### config.mk
export PLATFORM = sky130hd
export DESIGN_NAME = csv_stream_tokenizer_flat
export DESIGN_NICKNAME = d
export VERILOG_FILES = /design/src/hw/rtl/csvt_pkg.sv /design/src/hw/rtl/csvt_byte_if.sv /design/src/hw/rtl/csvt_tok_if.sv /design/src/hw/rtl/csvt_front.sv /design/src/hw/rtl/csvt_queue.sv /design/src/hw/rtl/csvt_back.sv /design/src/hw/rtl/csv_stream_tokenizer.sv /design/src/flat_wrapper.sv
export SDC_FILE = /design/constraint.sdc
export NUM_CORES = 1
export LEC_CHECK = 0
export BUFFER_PORTS_ARGS = -buffer_cell sky130_fd_sc_hd__clkbuf_2
export CAP_MARGIN = 20
export CELL_PAD_IN_SITES_DETAIL_PLACEMENT = 0
export CELL_PAD_IN_SITES_GLOBAL_PLACEMENT = 2
export CORE_MARGIN = 2
export CORE_UTILIZATION = 44
export CTS_CLUSTER_SIZE = 30
export DETAILED_ROUTE_END_ITERATION = 7
export PLACE_DENSITY_LB_ADDON = 0.3
export SLEW_MARGIN = 30
export SYNTH_ARGS = -nofsm -noshare
export SYNTH_HDL_FRONTEND = slang
export SYNTH_SLANG_ARGS = --single-unit
export TNS_END_PERCENT = 50
### constraint.sdc
create_clock -name i_clk -period 12.9 [get_ports i_clk]
set_input_delay 2.58 -clock i_clk [delete_from_list [all_inputs] [get_ports i_clk]]
set_output_delay 2.58 -clock i_clk [all_outputs]
set_load 0.02 [all_outputs]
### src/hw/rtl/csvt_pkg.sv
`default_nettype none

package csvt_pkg;

    localparam int FIELD_COUNT_BITS  = 16;
    localparam int RECORD_COUNT_BITS = 32;

    // Most tokens that one input byte can cause.
    localparam int OPS_MAX = 3;
    localparam int SLOT_W  = $clog2(OPS_MAX);

    // Bundles held between the classifier and the token engine.
    localparam int QDEPTH = 4;
    localparam int QPTR_W = $clog2(QDEPTH);
    localparam int QCNT_W = $clog2(QDEPTH + 1);

    localparam logic [7:0] CH_QUOTE = 8'h22;
    localparam logic [7:0] CH_COMMA = 8'h2C;
    localparam logic [7:0] CH_CR    = 8'h0D;
    localparam logic [7:0] CH_LF    = 8'h0A;

    localparam logic [1:0] KIND_DATA   = 2'd0;
    localparam logic [1:0] KIND_FIELD  = 2'd1;
    localparam logic [1:0] KIND_RECORD = 2'd2;

    typedef logic [FIELD_COUNT_BITS-1:0]  t_field_cnt;
    typedef logic [RECORD_COUNT_BITS-1:0] t_record_cnt;

    // One token to be produced by the back end.
    typedef struct packed {
        logic [1:0] kind;
        logic [7:0] data;
    } t_op;

    // All tokens caused by one input word, packed to the low slots.
    typedef struct packed {
        t_op [OPS_MAX-1:0] ops;
        logic [SLOT_W-1:0] count;
    } t_bundle;

endpackage

`default_nettype wire

### src/hw/rtl/csvt_byte_if.sv
`default_nettype none

interface csvt_byte_if;

    logic       valid;
    logic       ready;
    logic [7:0] data_byte;
    logic       last_byte;

    modport source (output valid, output data_byte, output last_byte, input ready);
    modport sink   (input valid, input data_byte, input last_byte, output ready);

endinterface

`default_nettype wire

### src/hw/rtl/csvt_tok_if.sv
`default_nettype none

interface csvt_tok_if;

    logic        valid;
    logic        ready;
    logic [1:0]  token_kind;
    logic [7:0]  out_byte;
    logic [15:0] field_index;
    logic [31:0] record_index;
    logic        error_code;
    logic        last_token;

    modport source (
        output valid, output token_kind, output out_byte, output field_index,
        output record_index, output error_code, output last_token, input ready
    );
    modport sink (
        input valid, input token_kind, input out_byte, input field_index,
        input record_index, input error_code, input last_token, output ready
    );

endinterface

`default_nettype wire

### src/hw/rtl/csvt_front.sv
`default_nettype none

module csvt_front (
    input  wire                i_clk,
    input  wire                i_rst_n,
    csvt_byte_if.sink          i_byte,
    input  wire                i_full,
    output logic               o_push,
    output csvt_pkg::t_bundle  o_bundle
);
    import csvt_pkg::*;

    logic r_in_quotes;
    logic r_quote_pending;
    logic r_cr_pending;
    logic n_in_quotes;
    logic n_quote_pending;
    logic n_cr_pending;

    logic       accept;
    logic [3:0] cand_v;
    t_op  [3:0] cand_op;
    logic [2:0] cnt;

    assign i_byte.ready = !i_full;
    assign accept       = i_byte.valid && !i_full;

    always_comb begin
        logic [7:0] c;
        logic       plain_run;
        logic       iq_eff;
        logic       rec_closed;
        c               = i_byte.data_byte;
        plain_run       = 1'b1;
        iq_eff          = r_in_quotes;
        rec_closed      = 1'b0;
        n_in_quotes     = r_in_quotes;
        n_quote_pending = r_quote_pending;
        n_cr_pending    = r_cr_pending;
        cand_v          = '0;
        cand_op         = '0;

        // Resolve what the previous word left open.
        if (r_quote_pending) begin
            n_quote_pending = 1'b0;
            if (c == CH_QUOTE) begin
                cand_v[0]  = 1'b1;
                cand_op[0] = '{kind: KIND_DATA, data: CH_QUOTE};
                plain_run  = 1'b0;
            end else begin
                n_in_quotes = 1'b0;
                iq_eff      = 1'b0;
            end
        end else if (r_cr_pending) begin
            n_cr_pending = 1'b0;
            cand_v[0]    = 1'b1;
            if (c == CH_LF) begin
                cand_op[0] = '{kind: KIND_RECORD, data: 8'h00};
                rec_closed = 1'b1;
                plain_run  = 1'b0;
            end else begin
                cand_op[0] = '{kind: KIND_DATA, data: CH_CR};
            end
        end

        // The byte itself.
        if (plain_run) begin
            if (iq_eff) begin
                if (c == CH_QUOTE) begin
                    n_quote_pending = 1'b1;
                end else begin
                    cand_v[1]  = 1'b1;
                    cand_op[1] = '{kind: KIND_DATA, data: c};
                end
            end else begin
                priority if (c == CH_QUOTE) begin
                    n_in_quotes = 1'b1;
                end else if (c == CH_COMMA) begin
                    cand_v[1]  = 1'b1;
                    cand_op[1] = '{kind: KIND_FIELD, data: 8'h00};
                end else if (c == CH_CR) begin
                    n_cr_pending = 1'b1;
                end else begin
                    cand_v[1]  = 1'b1;
                    cand_op[1] = '{kind: KIND_DATA, data: c};
                end
            end
        end

        // End of text flushes a held CR and closes any record still open.
        if (i_byte.last_byte) begin
            if (n_cr_pending) begin
                cand_v[2]  = 1'b1;
                cand_op[2] = '{kind: KIND_DATA, data: CH_CR};
            end
            n_cr_pending    = 1'b0;
            n_quote_pending = 1'b0;
            n_in_quotes     = 1'b0;
            if (!rec_closed) begin
                cand_v[3]  = 1'b1;
                cand_op[3] = '{kind: KIND_RECORD, data: 8'h00};
            end
        end
    end

    // Pack the candidates to the low slots, in order. At most three are set.
    always_comb begin
        cnt          = '0;
        o_bundle.ops = '0;
        for (int k = 0; k < 4; k++) begin
            if (cand_v[k]) begin
                o_bundle.ops[cnt[SLOT_W-1:0]] = cand_op[k];
                cnt = cnt + 3'd1;
            end
        end
        o_bundle.count = cnt[SLOT_W-1:0];
    end

    assign o_push = accept && (cnt != 3'd0);

    always_ff @(posedge i_clk) begin
        if (!i_rst_n) begin
            r_in_quotes     <= 1'b0;
            r_quote_pending <= 1'b0;
            r_cr_pending    <= 1'b0;
        end else if (accept) begin
            r_in_quotes     <= n_in_quotes;
            r_quote_pending <= n_quote_pending;
            r_cr_pending    <= n_cr_pending;
        end
    end

endmodule

`default_nettype wire

### src/hw/rtl/csvt_queue.sv
`default_nettype none

module csvt_queue (
    input  wire                i_clk,
    input  wire                i_rst_n,
    input  wire                i_push,
    input  csvt_pkg::t_bundle  i_push_data,
    output logic               o_full,
    output logic               o_head_valid,
    output csvt_pkg::t_bundle  o_head,
    input  wire                i_pop
);
    import csvt_pkg::*;

    t_bundle           r_mem [QDEPTH];
    logic [QPTR_W-1:0] r_wr_ptr;
    logic [QPTR_W-1:0] r_rd_ptr;
    logic [QCNT_W-1:0] r_count;

    assign o_full       = (r_count == QCNT_W'(QDEPTH));
    assign o_head_valid = (r_count != '0);
    assign o_head       = r_mem[r_rd_ptr];

    always_ff @(posedge i_clk) begin
        if (i_push) begin
            r_mem[r_wr_ptr] <= i_push_data;
        end
    end

    always_ff @(posedge i_clk) begin
        if (!i_rst_n) begin
            r_wr_ptr <= '0;
            r_rd_ptr <= '0;
            r_count  <= '0;
        end else begin
            if (i_push) begin
                r_wr_ptr <= r_wr_ptr + QPTR_W'(1);
            end
            if (i_pop) begin
                r_rd_ptr <= r_rd_ptr + QPTR_W'(1);
            end
            unique case ({i_push, i_pop})
                2'b10:   r_count <= r_count + QCNT_W'(1);
                2'b01:   r_count <= r_count - QCNT_W'(1);
                default: r_count <= r_count;
            endcase
        end
    end

endmodule

`default_nettype wire

### src/hw/rtl/csvt_back.sv
`default_nettype none

module csvt_back (
    input  wire                i_clk,
    input  wire                i_rst_n,
    input  wire                i_header_present,
    input  wire                i_head_valid,
    input  csvt_pkg::t_bundle  i_head,
    output logic               o_pop,
    csvt_tok_if.source         o_tok
);
    import csvt_pkg::*;

    logic [SLOT_W-1:0] r_slot;
    t_field_cnt        r_fields;
    t_field_cnt        r_expected;
    logic              r_expected_known;
    t_record_cnt       r_records;
    logic              r_sticky_error;

    logic              r_out_valid;
    logic [1:0]        r_kind;
    logic [7:0]        r_byte;
    t_field_cnt        r_field_idx;
    t_record_cnt       r_record_idx;
    logic              r_err;
    logic              r_last;

    t_field_cnt        n_fields;
    t_field_cnt        n_expected;
    logic              n_expected_known;
    t_record_cnt       n_records;
    logic              n_sticky_error;
    t_record_cnt       rec_sel;
    t_record_cnt       rec_out;

    logic emit;
    logic last_slot;
    t_op  op;

    assign emit      = i_head_valid && (!r_out_valid || o_tok.ready);
    assign op        = i_head.ops[r_slot];
    assign last_slot = (r_slot == (i_head.count - SLOT_W'(1)));
    assign o_pop     = emit && last_slot;

    always_comb begin
        n_fields         = r_fields;
        n_expected       = r_expected;
        n_expected_known = r_expected_known;
        n_records        = r_records;
        n_sticky_error   = r_sticky_error;
        unique case (op.kind)
            KIND_FIELD: begin
                if (r_fields != '1) begin
                    n_fields = r_fields + FIELD_COUNT_BITS'(1);
                end
            end
            KIND_RECORD: begin
                if (!r_expected_known) begin
                    n_expected_known = 1'b1;
                    n_expected       = r_fields;
                end else if (r_fields != r_expected) begin
                    n_sticky_error = 1'b1;
                end
                if (r_records != '1) begin
                    n_records = r_records + RECORD_COUNT_BITS'(1);
                end
                n_fields = '0;
            end
            default: begin
            end
        endcase
        rec_sel = (op.kind == KIND_RECORD) ? n_records : r_records;
        rec_out = (i_header_present && (rec_sel != '0))
                ? rec_sel - RECORD_COUNT_BITS'(1) : rec_sel;
    end

    always_ff @(posedge i_clk) begin
        if (emit) begin
            r_kind       <= op.kind;
            r_byte       <= op.data;
            r_field_idx  <= r_fields;
            r_record_idx <= rec_out;
            r_err        <= n_sticky_error;
            r_last       <= last_slot;
        end
    end

    always_ff @(posedge i_clk) begin
        if (!i_rst_n) begin
            r_out_valid      <= 1'b0;
            r_slot           <= '0;
            r_fields         <= '0;
            r_expected       <= '0;
            r_expected_known <= 1'b0;
            r_records        <= '0;
            r_sticky_error   <= 1'b0;
        end else begin
            if (emit) begin
                r_out_valid      <= 1'b1;
                r_slot           <= last_slot ? '0 : r_slot + SLOT_W'(1);
                r_fields         <= n_fields;
                r_expected       <= n_expected;
                r_expected_known <= n_expected_known;
                r_records        <= n_records;
                r_sticky_error   <= n_sticky_error;
            end else if (o_tok.ready) begin
                r_out_valid <= 1'b0;
            end
        end
    end

    assign o_tok.valid        = r_out_valid;
    assign o_tok.token_kind   = r_kind;
    assign o_tok.out_byte     = r_byte;
    assign o_tok.field_index  = r_field_idx;
    assign o_tok.record_index = r_record_idx;
    assign o_tok.error_code   = r_err;
    assign o_tok.last_token   = r_last;

    assert property (@(posedge i_clk) disable iff (!i_rst_n)
        r_out_valid |-> (r_kind != 2'd3))
        else $error("token kind out of range");

    assert property (@(posedge i_clk) disable iff (!i_rst_n)
        r_sticky_error |=> r_sticky_error)
        else $error("sticky error cleared");

    assert property (@(posedge i_clk) disable iff (!i_rst_n)
        i_head_valid |-> ((i_head.count != '0) && (r_slot < i_head.count)))
        else $error("slot index beyond bundle");

    assert property (@(posedge i_clk) disable iff (!i_rst_n)
        (emit && (op.kind == KIND_RECORD)) |=> (r_fields == '0))
        else $error("field count not cleared at end of record");

endmodule

`default_nettype wire

### src/hw/rtl/csv_stream_tokenizer.sv
`default_nettype none

// CSV stream tokenizer.
// The input channel i_byte carries one word per byte of CSV text: data_byte
// and last_byte, which marks the final byte of the text. The output channel
// o_tok carries one word per token: a data byte, an end of field or an end
// of record, with the field index, the count of data records so far, the
// sticky field-count error and a flag on the last token of each input byte.
// The single configuration bit, written through i_cfg_we and i_cfg_wdata
// while the block is idle, says whether the first record is a header.
// A classifier takes one byte per cycle while the queue is not full and
// turns it into a bundle of up to three tokens, which waits in a four-entry
// queue. The token engine holds the field and record counters and sends
// one token per cycle, while the receiver is ready, through an output
// register. Bytes that give at most one token flow at one per cycle when
// nothing stalls; a byte that gives two or three tokens holds the engine
// until all of them are sent. When the receiver stalls, the output register
// holds its word, the queue fills and the input is refused once it is full.
// A synchronous reset clears the quote and CR state, all counters, the
// error, the queue and the configuration bit; no clearing pass is needed.
module csv_stream_tokenizer (
    input  wire        i_clk,
    input  wire        i_rst_n,
    input  wire        i_cfg_we,
    input  wire        i_cfg_wdata,
    csvt_byte_if.sink  i_byte,
    csvt_tok_if.source o_tok
);
    import csvt_pkg::*;

    // Header flag; the user writes it only while no word is in flight, unchecked.
    logic r_header_present;

    logic    push;
    logic    full;
    logic    head_valid;
    logic    pop;
    t_bundle push_data;
    t_bundle head;

    always_ff @(posedge i_clk) begin
        if (!i_rst_n) begin
            r_header_present <= 1'b0;
        end else if (i_cfg_we) begin
            r_header_present <= i_cfg_wdata;
        end
    end

    // Front end: quote and CR tracking, one byte per cycle while the queue has room.
    csvt_front u_front (
        .i_clk    (i_clk),
        .i_rst_n  (i_rst_n),
        .i_byte   (i_byte),
        .i_full   (full),
        .o_push   (push),
        .o_bundle (push_data)
    );

    // The queue lets the front keep taking bytes while tokens drain.
    csvt_queue u_queue (
        .i_clk        (i_clk),
        .i_rst_n      (i_rst_n),
        .i_push       (push),
        .i_push_data  (push_data),
        .o_full       (full),
        .o_head_valid (head_valid),
        .o_head       (head),
        .i_pop        (pop)
    );

    // Back end: counters, error check and the output register.
    csvt_back u_back (
        .i_clk            (i_clk),
        .i_rst_n          (i_rst_n),
        .i_header_present (r_header_present),
        .i_head_valid     (head_valid),
        .i_head           (head),
        .o_pop            (pop),
        .o_tok            (o_tok)
    );

endmodule

`default_nettype wire

### src/flat_wrapper.sv
// flat-port wrapper written by rule: the top's interface ports become plain ports
module csv_stream_tokenizer_flat import csvt_pkg::*;
  (i_clk, i_rst_n, i_cfg_we, i_cfg_wdata, i_byte_valid, i_byte_data_byte, i_byte_last_byte, i_byte_ready, o_tok_valid, o_tok_token_kind, o_tok_out_byte, o_tok_field_index, o_tok_record_index, o_tok_error_code, o_tok_last_token, o_tok_ready);
  csvt_byte_if i_byte_i ();
  csvt_tok_if o_tok_i ();
  input  wire i_clk;
  input  wire i_rst_n;
  input  wire i_cfg_we;
  input  wire i_cfg_wdata;
  input wire logic [$bits(i_byte_i.valid)-1:0] i_byte_valid;
  input wire logic [$bits(i_byte_i.data_byte)-1:0] i_byte_data_byte;
  input wire logic [$bits(i_byte_i.last_byte)-1:0] i_byte_last_byte;
  output wire logic [$bits(i_byte_i.ready)-1:0] i_byte_ready;
  output wire logic [$bits(o_tok_i.valid)-1:0] o_tok_valid;
  output wire logic [$bits(o_tok_i.token_kind)-1:0] o_tok_token_kind;
  output wire logic [$bits(o_tok_i.out_byte)-1:0] o_tok_out_byte;
  output wire logic [$bits(o_tok_i.field_index)-1:0] o_tok_field_index;
  output wire logic [$bits(o_tok_i.record_index)-1:0] o_tok_record_index;
  output wire logic [$bits(o_tok_i.error_code)-1:0] o_tok_error_code;
  output wire logic [$bits(o_tok_i.last_token)-1:0] o_tok_last_token;
  input wire logic [$bits(o_tok_i.ready)-1:0] o_tok_ready;
  assign i_byte_i.valid = i_byte_valid;
  assign i_byte_i.data_byte = i_byte_data_byte;
  assign i_byte_i.last_byte = i_byte_last_byte;
  assign i_byte_ready = i_byte_i.ready;
  assign o_tok_valid = o_tok_i.valid;
  assign o_tok_token_kind = o_tok_i.token_kind;
  assign o_tok_out_byte = o_tok_i.out_byte;
  assign o_tok_field_index = o_tok_i.field_index;
  assign o_tok_record_index = o_tok_i.record_index;
  assign o_tok_error_code = o_tok_i.error_code;
  assign o_tok_last_token = o_tok_i.last_token;
  assign o_tok_i.ready = o_tok_ready;
  csv_stream_tokenizer u_core (.i_clk(i_clk), .i_rst_n(i_rst_n), .i_cfg_we(i_cfg_we), .i_cfg_wdata(i_cfg_wdata), .i_byte(i_byte_i), .o_tok(o_tok_i));
endmodule
==> results.py, run 1 <==
metrics = {
    "status": {
        "outcome": "completed",
    },
    "worst_setup_path": {
        "path_buf_inv": 3,
        "critical_path.slowest_cell": "nor3_1",
        "critPathMaxStageDelay_ns": 0.63,
        "cp.arrival_ns": 7.14,
        "cp_common_cell": "ha_1",
        "path_max_fanout": 7,
        "critical-path-top-delay-family": "simple AND/OR/NAND/NOR gates",
        "startpoint_type": "input pin",
        "crit_chain": "clkbuf_2 -> nor3_1 -> nand3b_1 -> or3_1 -> and3_1 -> ha_1 -> xnor2_1 -> inv_1 -> ha_1 -> nand2_1 -> o21ai_0 -> o21ba_2 -> inv_1 -> ha_1 -> fa_1 -> xnor2_1 -> or3_1 -> a21oi_1",
        "crit_path_end_kind": "flop",
        "critPathKind": "in2reg",
        "worstPathRequired_ns": 13.36,
    },
    "power": {
        "power_switching_share_pct": 35.5,
        "comb_power_share_pct": 31.8,
        "clock_power_share_pct": 28.4,
        "internal_power_mw": 1.75,
        "p_sw_uw": 963,
        "irDropWorstVdd_mv": 0.142,
        "p_seq_share_pct": 39.8,
        "total_power_mw": 2.72,
        "p_per_area_mw_per_mm2": 203,
        "p_leak_nw": 4.78,
    },
    "synthesis": {
        "synthAdderAreaFrac_pct": 1.75,
        "synthArstFlopShare_pct": 0,
        "seq_area_frac_synth_pct": 53.4,
        "synth_edf_count": 156,
        "yosys_most_used_dff": "edfxtp_1",
        "synth_top_family_by_area": "simple AND/OR/NAND/NOR gates",
        "synth_cell_types": 79,
        "synthCells": 1055,
        "synth_compound_area_share_pct": 8.03,
        "muxShareOfSynthArea_pct": 6.34,
        "synthSimpleGateAreaFrac_pct": 18.1,
        "synth_area_sq_mm": 0.0118,
        "synth-xor-area-share_pct": 9.39,
        "syn_nets": 1086,
        "synth_seq_cells": 238,
        "synth_area_per_cell_sq_um": 11.2,
        "yosysWarnings": 0,
    },
    "sta": {
        "period_needed_ns": 6.68,
        "period_share_pct": 51.8,
        "whs_ns": 0.470,
        "hold_viol": 0,
        "fin_skew_ns": 0.0142,
        "tightest_slew_ns": 0.968,
        "rsz0062_at_grt": "no",
        "layout_setup_ws_ns": 6.22,
        "setup_viol": 0,
        "tns_ns": 0,
        "max_freq_ghz": 0.150,
        "finalMaxSlewViolations": 0,
        "slew_headroom_pct": 34.8,
    },
    "global_route": {
        "grt_pass1_wl_mm": 42.7,
        "grt_use_total_pct": 19.0,
        "overflow": 0,
        "antenna_found_initial": 0,
        "grt_pass1_vias": 7745,
        "grt_max_degree": 71,
    },
    "drt": {
        "drt-initial-drc-count": 536,
        "wl_per_cell_microns": 18.2,
        "via_count": 7998,
        "totalWireLength_mm": 26.7,
        "ant_nets": 0,
        "drc": 0,
        "viasPerCell": 5.44,
        "drt_pass1_iterations": 4,
    },
    "clock_tree": {
        "post_cts_buffers": 0,
        "cts.sinks": 238,
        "ctsHtreeMaxLevel": 1,
        "cts_buffer_depth": 3,
        "path_clk_slew_ns": 0.06,
        "root_buffer": "clkbuf_16",
        "postCtsResizedCells": 0,
        "hold_buffers": 0,
        "cts_tree": "built",
        "numCtsBuffers": 27,
        "clock_latency_ns": 0.54,
    },
    "place": {
        "dpl.cell_count": 1420,
        "pre_cts_ws_ns": 5.66,
        "hpwl_mm": 17.7,
        "place.gp.congestion": 0.784,
        "numPortBuffers": 76,
        "place_area_sq_mm": 0.0124,
    },
    "floorplanning": {
        "die_w_microns": 168,
        "rows": 60,
        "die-area_sq_mm": 0.0282,
        "start_util_pct": 44.4,
        "io_pins": 77,
        "fp.dieH_microns": 168,
        "core_area_sq_mm": 0.0267,
    },
    "cells_and_area": {
        "ff_latch_area_sq_mm": 0.00633,
        "multiInputGateArea_sq_mm": 0.00517,
        "syn_to_final_growth_pct": 12.8,
        "drive_gt1_share_pct": 16.4,
        "post-route-cell-area_sq_mm": 0.0134,
        "stdcell_count": 1470,
        "diodes": 0,
        "post-route-util_pct": 50.1,
        "fillCellCount": 2425,
        "nets": 1139,
    },
    "run": {
        "drv_cap": 0,
    },
    "hold_path": {
        "hold_path_class": "reg2reg",
    },
}
[path summary, 6_finish.rpt]
kind | start | to | slack, ns | cells past startpoint
setup / recovery | i_byte_data_byte[7] | u_core.u_queue.r_count[2]$_SDFFE_PN0P_ | 6.22 | 18
hold / removal | u_core.u_back.o_tok.valid$_SDFFE_PN0P_ | u_core.u_back.o_tok.valid$_SDFFE_PN0P_ | 0.47 | 2
setup reg to reg | flop | u_core.u_back.o_tok.record_index[5]$_DFFE_PP_ | 8.16 | 12
hold reg to reg | u_core.u_back.o_tok.valid$_SDFFE_PN0P_ | u_core.u_back.o_tok.valid$_SDFFE_PN0P_ | 0.47 | 2
[power by group through the flow]
stage | Sequential (mW) | Combinational [mW] | Clock, mW
6_report | 1.08 | 0.863 | 0.770
5_1_grt | 1.10 | 0.937 | 0.821
4_1_cts | 1.09 | 0.877 | 0.788
3_5_place_dp | 1.10 | 0.873 | 0
3_3_place_gp | 1.10 | 0.870 | 0
2_1_floorplan | 1.20 | 0.529 | 0
[area by class of cell]
class	instances	area share (%)
clock buffers	41	5.99
clock inverters	9	0.778
inverters	21	0.600
multi-input cells	735	38.7
flip-flops and latches	238	47.4
well taps	341	3.20
repair buffers	85	3.35
[worst min-delay path: stages, from the launching register on]
cell and delay (ns):
dfxtp_1 0.32, nand2_1 0.06, a21oi_1 0.05
[synthesized netlist by cell type, types with 3 or more instances]
cell	instances	area, sq um
mux2i_1	21	210
nand4_1	21	131
a21o_1	4	30.0
and2_1	16	100
xor2_1	51	447
nor2b_1	9	56.3
a211o_1	3	26.3
nand3_1	24	120
nor2_1	109	409
buf_2	10	50.1
nor4_2	3	37.5
clkbuf_1	41	154
nand2_1	98	368
a31oi_1	4	25.0
xnor2_1	76	666
buf_4	3	22.5
dfxtp_1	82	1640
or3_1	13	81.3
ha_1	15	188
mux4_2	20	450
nor4_1	13	81.3
o21ai_0	36	180
inv_1	19	71.3
o211a_1	4	40.0
and4_1	16	140
o21bai_1	3	22.5
o21a_1	5	37.5
nor3b_1	9	67.6
a211oi_1	9	67.6
and3_1	21	131
buf_1	4	15.0
nor3_1	24	120
o211ai_1	3	22.5
nand3b_1	3	22.5
or2_2	4	25.0
nor3_2	4	40.0
mux4_1	3	78.8
buf_6	3	33.8
nand2b_1	6	37.5
edfxtp_1	156	4680
a21oi_1	40	200
[logic make-up (layout without fill, tap and decap cells)]
logic type / after synthesis / after routing
compound gates: 137 / 137
xor+xnor: 127 / 127
fa+ha+maj: 16 / 16
buf+inv: 82 / 156
flops: 238 / 238
simple gates: 410 / 410
mux: 45 / 45
[flip-flops by register name, indices dropped and copies added, names as in the netlist, 2 cells and up, named ones only]
register	count
u_core.u_back.o_tok.field_index	16
u_core.u_back.o_tok.out_byte	8
u_core.u_back.o_tok.record_index	32
u_core.u_back.o_tok.token_kind	2
u_core.u_back.r_expected	16
u_core.u_back.r_fields	16
u_core.u_back.r_records	32
u_core.u_back.r_slot	2
u_core.u_queue.r_count	3
u_core.u_queue.r_mem	96
u_core.u_queue.r_rd_ptr	2
u_core.u_queue.r_wr_ptr	2
[layout by cell type, fill, tap and decap left out, types with 12 or more instances in the layout]
master and n:
edfxtp_1 156, nor2_1 108, nand2_1 98, dfxtp_1 82, xnor2_1 76, clkbuf_2 76
xor2_1 51, a21oi_1 40, o21ai_0 36, clkbuf_16 28, nor3_1 24, nand3_1 24
mux2i_1 21, nand4_1 21, and3_1 21, mux4_2 20, inv_1 19, and2_1 16
and4_1 16, ha_1 15, or3_1 13, nor4_1 12
[layer usage]
metal | global-route usage [%] | wire (microns) | part of all wire, % | vias to the layer above
met4 | 4.88 | 567 | 2.1 | 0
met2 | 31.9 | 12800 | 48 | 122
li1 | - | - | - | 3924
met1 | 26.1 | 12400 | 47 | 3913
met3 | 2.61 | 867 | 3.2 | 39
met5 | 0 | 0 | 0 | -
Note: power is estimated with default switching activity, not from simulation.
==> run 2, diff against run 1 <==
Settings changed: ABC_AREA set to 1, CORE_UTILIZATION 44 to 33.
Clock period 12.9 ns to 5.45 ns, I/O delays scaled along.
==> results.py, run 2 <==
metrics = {
    "synthesis": {
        "synth_area_leaders": "edfxtp_1 (37%), nand2_1 (13%), dfxtp_1 (13%)",
        "synth_area_per_cell_sq_um": 7.78,
        "synth.largest_area_cell": "edfxtp_1",
        "synth_edf_count": 156,
        "synthCells": 1620,
        "synth_common_cells": "nand2_1 (438), nor2_1 (211), inv_1 (183)",
        "yosysWarnings": 0,
        "synth.most_common_cell": "nand2_1",
        "synth_top_area_share_pct": 37.1,
        "synthArstFlopShare_pct": 0,
        "synth_cell_types": 43,
        "yosys_most_used_dff": "edfxtp_1",
        "synth_seq_cells": 238,
        "synth_area_sq_mm": 0.0126,
        "seq_area_frac_synth_pct": 50.2,
        "syn_nets": 1651,
    },
    "sta": {
        "tightest_slew_ns": 0.892,
        "tns_ns": 0,
        "fin_skew_ns": 0.0140,
        "hold_viol": 0,
        "period_needed_ns": 4.51,
        "setup_viol": 0,
        "rsz0062_at_grt": "no",
        "finalMaxSlewViolations": 0,
        "period_share_pct": 82.8,
        "layout_setup_ws_ns": 0.939,
        "max_freq_ghz": 0.222,
        "slew_headroom_pct": 40.5,
    },
    "worst_setup_path": {
        "rrSetupSlack_ns": 1.07,
        "reg2reg_from": "u_core.u_back.r_records[0]$_SDFFE_PN0P_",
        "worstPathRequired_ns": 5.90,
        "crit_path_end_kind": "flop",
        "startpoint_type": "input pin",
        "critPathKind": "in2reg",
        "worst-r2r-cell-count": 20,
        "path_max_fanout": 8,
        "endpoint": "u_core.u_queue.r_count[1]$_SDFFE_PN0P_",
        "worstReg2RegEnd": "u_core.u_back.o_tok.record_index[19]$_DFFE_PP_",
        "startpoint": "i_byte_data_byte[6]",
        "cp.arrival_ns": 4.96,
    },
    "cells_and_area": {
        "syn_to_final_growth_pct": 14.6,
        "fillCellCount": 3974,
        "final_common_cell": "nand2_1",
        "layout_common_cells": "nand2_1 (438), nor2_1 (207), inv_1 (181), edfxtp_1 (156), nand3_1 (135)",
        "nets": 1714,
        "drive_gt1_share_pct": 10.0,
        "stdcell_count": 2217,
        "diodes": 0,
        "post-route-util_pct": 38.4,
        "regMostFlops": "u_core.u_queue.r_mem",
        "post-route-cell-area_sq_mm": 0.0144,
        "largest_reg_flops": 96,
    },
    "power": {
        "irDropWorstVdd_mv": 0.370,
        "p_per_area_mw_per_mm2": 623,
        "p_leak_nw": 6.03,
    },
    "global_route": {
        "antenna_found_initial": 0,
        "overflow": 0,
        "grt_max_degree": 65,
        "grt_use_total_pct": 19.1,
        "grt_pass1_wl_mm": 58.9,
        "grt_pass1_vias": 10600,
    },
    "clock_tree": {
        "postCtsResizedCells": 0,
        "numCtsBuffers": 29,
        "hold_buffers": 0,
        "cts_tree": "built",
        "ctsHtreeMaxLevel": 1,
        "root_buffer": "clkbuf_16",
        "post_cts_buffers": 0,
        "path_clk_slew_ns": 0.06,
        "clock_latency_ns": 0.56,
        "cts_buffer_depth": 3,
        "cts.sinks": 238,
    },
    "place": {
        "dpl.cell_count": 2163,
        "hpwl_mm": 26.0,
        "pre_cts_ws_ns": 0.358,
        "numPortBuffers": 76,
        "place_area_sq_mm": 0.0135,
        "place.gp.congestion": 0.857,
    },
    "floorplanning": {
        "die_w_microns": 199,
        "core_area_sq_mm": 0.0377,
        "rows": 71,
        "io_pins": 77,
        "fp.dieH_microns": 199,
        "die-area_sq_mm": 0.0398,
        "start_util_pct": 33.5,
    },
    "run": {
        "drv_cap": 0,
    },
    "drt": {
        "drc": 0,
        "wl_per_cell_microns": 16.7,
        "drt-initial-drc-count": 622,
        "totalWireLength_mm": 37.1,
        "viasPerCell": 4.82,
        "ant_nets": 0,
        "drt_pass1_iterations": 8,
        "via_count": 10700,
    },
    "status": {
        "outcome": "completed",
    },
    "hold_path": {
        "hold_path_class": "reg2reg",
    },
}
-- run 2: worst min-delay path by stage --
stage / startpoint / endpoint / slack [ns] / depth (start not counted)
global placement: u_core.u_back.r_expected[0]$_SDFFE_PN0P_ / u_core.u_back.r_expected[0]$_SDFFE_PN0P_ / 0.46 / 2
CTS: u_core.u_back.r_expected[9]$_SDFFE_PN0P_ / u_core.u_back.r_expected[9]$_SDFFE_PN0P_ / 0.47 / 2
detailed placement: u_core.u_back.r_expected[5]$_SDFFE_PN0P_ / u_core.u_back.r_expected[5]$_SDFFE_PN0P_ / 0.47 / 2
floorplan: u_core.u_back.r_fields[11]$_SDFFE_PN0P_ / u_core.u_back.o_tok.field_index[11]$_DFFE_PP_ / 0.41 / 0
finish: u_core.u_back.r_expected[5]$_SDFFE_PN0P_ / u_core.u_back.r_expected[5]$_SDFFE_PN0P_ / 0.47 / 2
global route: u_core.u_back.r_expected[7]$_SDFFE_PN0P_ / u_core.u_back.r_expected[7]$_SDFFE_PN0P_ / 0.50 / 2
-- run 2: kinds of logic (layout without fill, tap and decap cells) --
logic type,after synthesis,in the layout,share of synthesized area [%]
AOI/OAI and AO/OA,236,236,10.1
xor gates and xnor gates,32,32,2.22
adders and majority gates,16,16,1.65
buffers and inverters,253,339,8.12
DFF,238,238,50.2
and+or+nand+nor,845,845,27.8
-- run 2: through the flow --
| stage | total power, mW | hold slack (ns) |
|---|---|---|
| final | 9.00 | 0.471 |
| after detailed placement | 7.14 | 0.465 |
| after floorplan | 5.80 | 0.406 |
| after global placement | 7.14 | 0.461 |
| after global routing | 9.77 | 0.501 |
| after CTS | 9.10 | 0.474 |
-- run 2: power by group --
| part | switching [mW] | total, mW | internal, mW | leakage [nW] |
|---|---|---|---|---|
| combinational | 3.07 | 4.22 | 1.16 | 3.43 |
| clock | 0.778 | 1.93 | 1.15 | 0.462 |
| sequential | 0.308 | 2.85 | 2.54 | 2.14 |
-- run 2: worst max-delay path, cell delays in order --
cell      delay [ns]
clkbuf_2        0.08
inv_1           0.06
nand3_1         0.11
nor2_1          0.05
nand4_1         0.18
nand2_1         0.10
o21ai_1         0.24
clkinv_1        0.32
ha_1            0.41
inv_1           0.06
nand2_1         0.06
nand2_1         0.14
inv_1           0.08
ha_1            0.28
or2_2           0.29
nand2_1         0.08
nand3_1         0.15
nand2_1         0.25
ha_1            0.26
fa_1            0.43
o21ai_0         0.17
a21oi_1         0.06
-- run 2: cell type report --
type,count,area [sq um],area share [%]
clock buffer,39,816,5.65
clock inverter,15,144,0.996
inverter,191,719,4.98
multi-input combinational,1129,5290,36.6
sequential,238,6330,43.8
tap,511,639,4.43
timing repair buffer,94,515,3.57
-- run 2: metal layers --
layer | global-route usage [%] | vias up | part of all wire [%]
li1 | - | 5449 | -
met1 | 26.1 | 4996 | 48
met2 | 32.2 | 189 | 46
met3 | 2.58 | 43 | 4.0
met4 | 4.47 | 0 | 1.7
met5 | 0 | - | 0
==> run 3, diff against run 2 <==
Settings changed: ABC_AREA 1 to 0, CORE_UTILIZATION 33 to 41.
Clock period 5.45 ns to 4.6 ns, I/O delays scaled along.
==> results.py, run 3 (synthesis gave the netlist of run 1 again) <==
metrics = {
    "status": {
        "outcome": "completed",
    },
    "worst_setup_path": {
        "path_max_fanout": 9,
        "worstPathRequired_ns": 4.87,
        "startpoint_type": "flop",
        "path_buf_inv": 0,
        "critical_path.slowest_cell": "or4_1",
        "critical-path-top-delay-family": "simple AND/OR/NAND/NOR gates",
        "crit_chain": "ha_1 -> nand3_1 -> or4_1 -> nor4_1 -> o21bai_1 -> a211oi_1 -> o211a_1 -> nor3b_1 -> nand4_1 -> mux2i_1 -> xnor2_1",
        "critPathMaxStageDelay_ns": 0.64,
        "critPathKind": "reg2reg",
        "crit_path_end_kind": "flop",
        "cp.arrival_ns": 4.39,
    },
    "place": {
        "pre_cts_ws_ns": 0.110,
        "dpl.cell_count": 1494,
        "place.gp.congestion": 0.775,
        "hpwl_mm": 18.4,
        "numPortBuffers": 76,
    },
    "drt": {
        "drc": 0,
        "ant_nets": 0,
        "drt-initial-drc-count": 472,
        "wl_per_cell_microns": 16.9,
        "via_count": 7941,
        "viasPerCell": 5.15,
        "drt_pass1_iterations": 5,
        "totalWireLength_mm": 26.1,
    },
    "sta": {
        "rsz0062_at_grt": "no",
        "finalMaxSlewViolations": 0,
        "period_share_pct": 89.6,
        "fin_skew_ns": 0.0112,
        "max_freq_ghz": 0.243,
        "tightest_slew_ns": 0.762,
        "setup_viol": 0,
        "layout_setup_ws_ns": 0.479,
        "tns_ns": 0,
        "hold_viol": 0,
        "slew_headroom_pct": 49.2,
        "period_needed_ns": 4.12,
    },
    "cells_and_area": {
        "fillCellCount": 2681,
        "stdcell_count": 1541,
        "drive_gt1_share_pct": 18.4,
        "regMostFlops": "u_core.u_queue.r_mem",
        "final_common_cell": "edfxtp_1",
        "multiInputGateArea_sq_mm": 0.00518,
        "diodes": 0,
        "nets": 1169,
        "syn_to_final_growth_pct": 14.8,
        "ff_latch_area_sq_mm": 0.00633,
        "layout_common_cells": "edfxtp_1 (156), nor2_1 (108), nand2_1 (98), dfxtp_1 (82), clkbuf_2 (76)",
        "post-route-util_pct": 47.6,
        "largest_reg_flops": 96,
    },
    "clock_tree": {
        "cts.sinks": 238,
        "cts_buffer_depth": 3,
        "ctsHtreeMaxLevel": 1,
        "clock_latency_ns": 0.53,
        "hold_buffers": 0,
        "post_cts_buffers": 0,
        "numCtsBuffers": 26,
        "root_buffer": "clkbuf_16",
        "path_clk_slew_ns": 0.06,
        "postCtsResizedCells": 0,
        "cts_tree": "built",
    },
    "global_route": {
        "overflow": 0,
        "grt_use_total_pct": 17.2,
        "antenna_found_initial": 0,
        "grt_max_degree": 48,
        "grt_pass1_vias": 7707,
        "grt_pass1_wl_mm": 41.9,
    },
    "floorplanning": {
        "die_w_microns": 174,
        "io_pins": 77,
        "die-area_sq_mm": 0.0303,
        "fp.dieH_microns": 174,
        "rows": 62,
        "core_area_sq_mm": 0.0285,
        "start_util_pct": 41.5,
    },
    "power": {
        "clock_power_share_pct": 26.9,
        "p_per_area_mw_per_mm2": 557,
        "internal_power_mw": 4.90,
        "p_leak_nw": 4.91,
        "p_seq_share_pct": 39.5,
        "p_sw_mw": 2.67,
        "irDropWorstVdd_mv": 0.265,
        "total_power_mw": 7.57,
        "power_switching_share_pct": 35.3,
        "comb_power_share_pct": 33.6,
    },
    "run": {
        "drv_cap": 0,
    },
    "hold_path": {
        "hold_path_class": "reg2reg",
    },
}
run 3: changes by cell type in the layout (fill, tap and decap cells not counted), moves of 21 or more:
cell	delta
nand3_1	-111
and3_1	+21
o21ai_0	-70
a21oi_1	-38
nor2_1	-99
mux2i_1	+21
inv_1	-162
xor2_1	+24
buf_4	+22
xnor2_1	+70
nand2_1	-340
run 3: stage by stage:
stage | cell area (sq um) | hold WS [ns]
after CTS | 13600 | 0.474
after global routing | 13600 | 0.501
after detailed placement | 12700 | 0.465
after floorplan | 11900 | 0.406
after global placement | 12700 | 0.461
final | 13600 | 0.466
run 3: layout make-up:
cell class	count	area share (%)
clock buffer	36	5.37
multi-input combinational	735	38.1
tap	384	3.54
timing repair buffer	116	5.01
inverter	21	0.598
clock inverter	11	0.810
sequential	238	46.6
run 3: layer usage:
layer	global-route usage (%)	vias to the layer above	share of wire (%)
met5	0	-	0
li1	-	3976	-
met3	2.45	29	3.9
met4	3.96	0	1.7
met1	23.4	3799	46
met2	29.1	137	48
run 3: path summary, 6_finish.rpt:
kind / startpoint / to / slack, ns / cells after the start
setup / recovery: u_core.u_back.r_records[1]$_SDFFE_PN0P_ / u_core.u_back.o_tok.record_index[26]$_DFFE_PP_ / 0.48 / 11
hold / removal: u_core.u_back.o_tok.valid$_SDFFE_PN0P_ / u_core.u_back.o_tok.valid$_SDFFE_PN0P_ / 0.47 / 2
setup reg to reg: u_core.u_back.r_records[1]$_SDFFE_PN0P_ / u_core.u_back.o_tok.record_index[26]$_DFFE_PP_ / 0.48 / 11
hold reg to reg: u_core.u_back.o_tok.valid$_SDFFE_PN0P_ / u_core.u_back.o_tok.valid$_SDFFE_PN0P_ / 0.47 / 2
run 3: tightest hold or removal path, cell delays in order, from the launching register on:
cell and delay, ns:
dfxtp_1 0.32, nand2_1 0.05, a21oi_1 0.05
run 3: power groups by stage:
| stage | clock (mW) | sequential (mW) | combinational [mW] |
|---|---|---|---|
| 2_1_floorplan | 0 | 3.36 | 1.48 |
| 3_3_place_gp | 0 | 3.04 | 2.57 |
| 3_5_place_dp | 0 | 3.05 | 2.58 |
| 4_1_cts | 2.09 | 3.00 | 2.59 |
| 5_1_grt | 2.17 | 3.04 | 2.79 |
| 6_report | 2.03 | 2.99 | 2.55 |
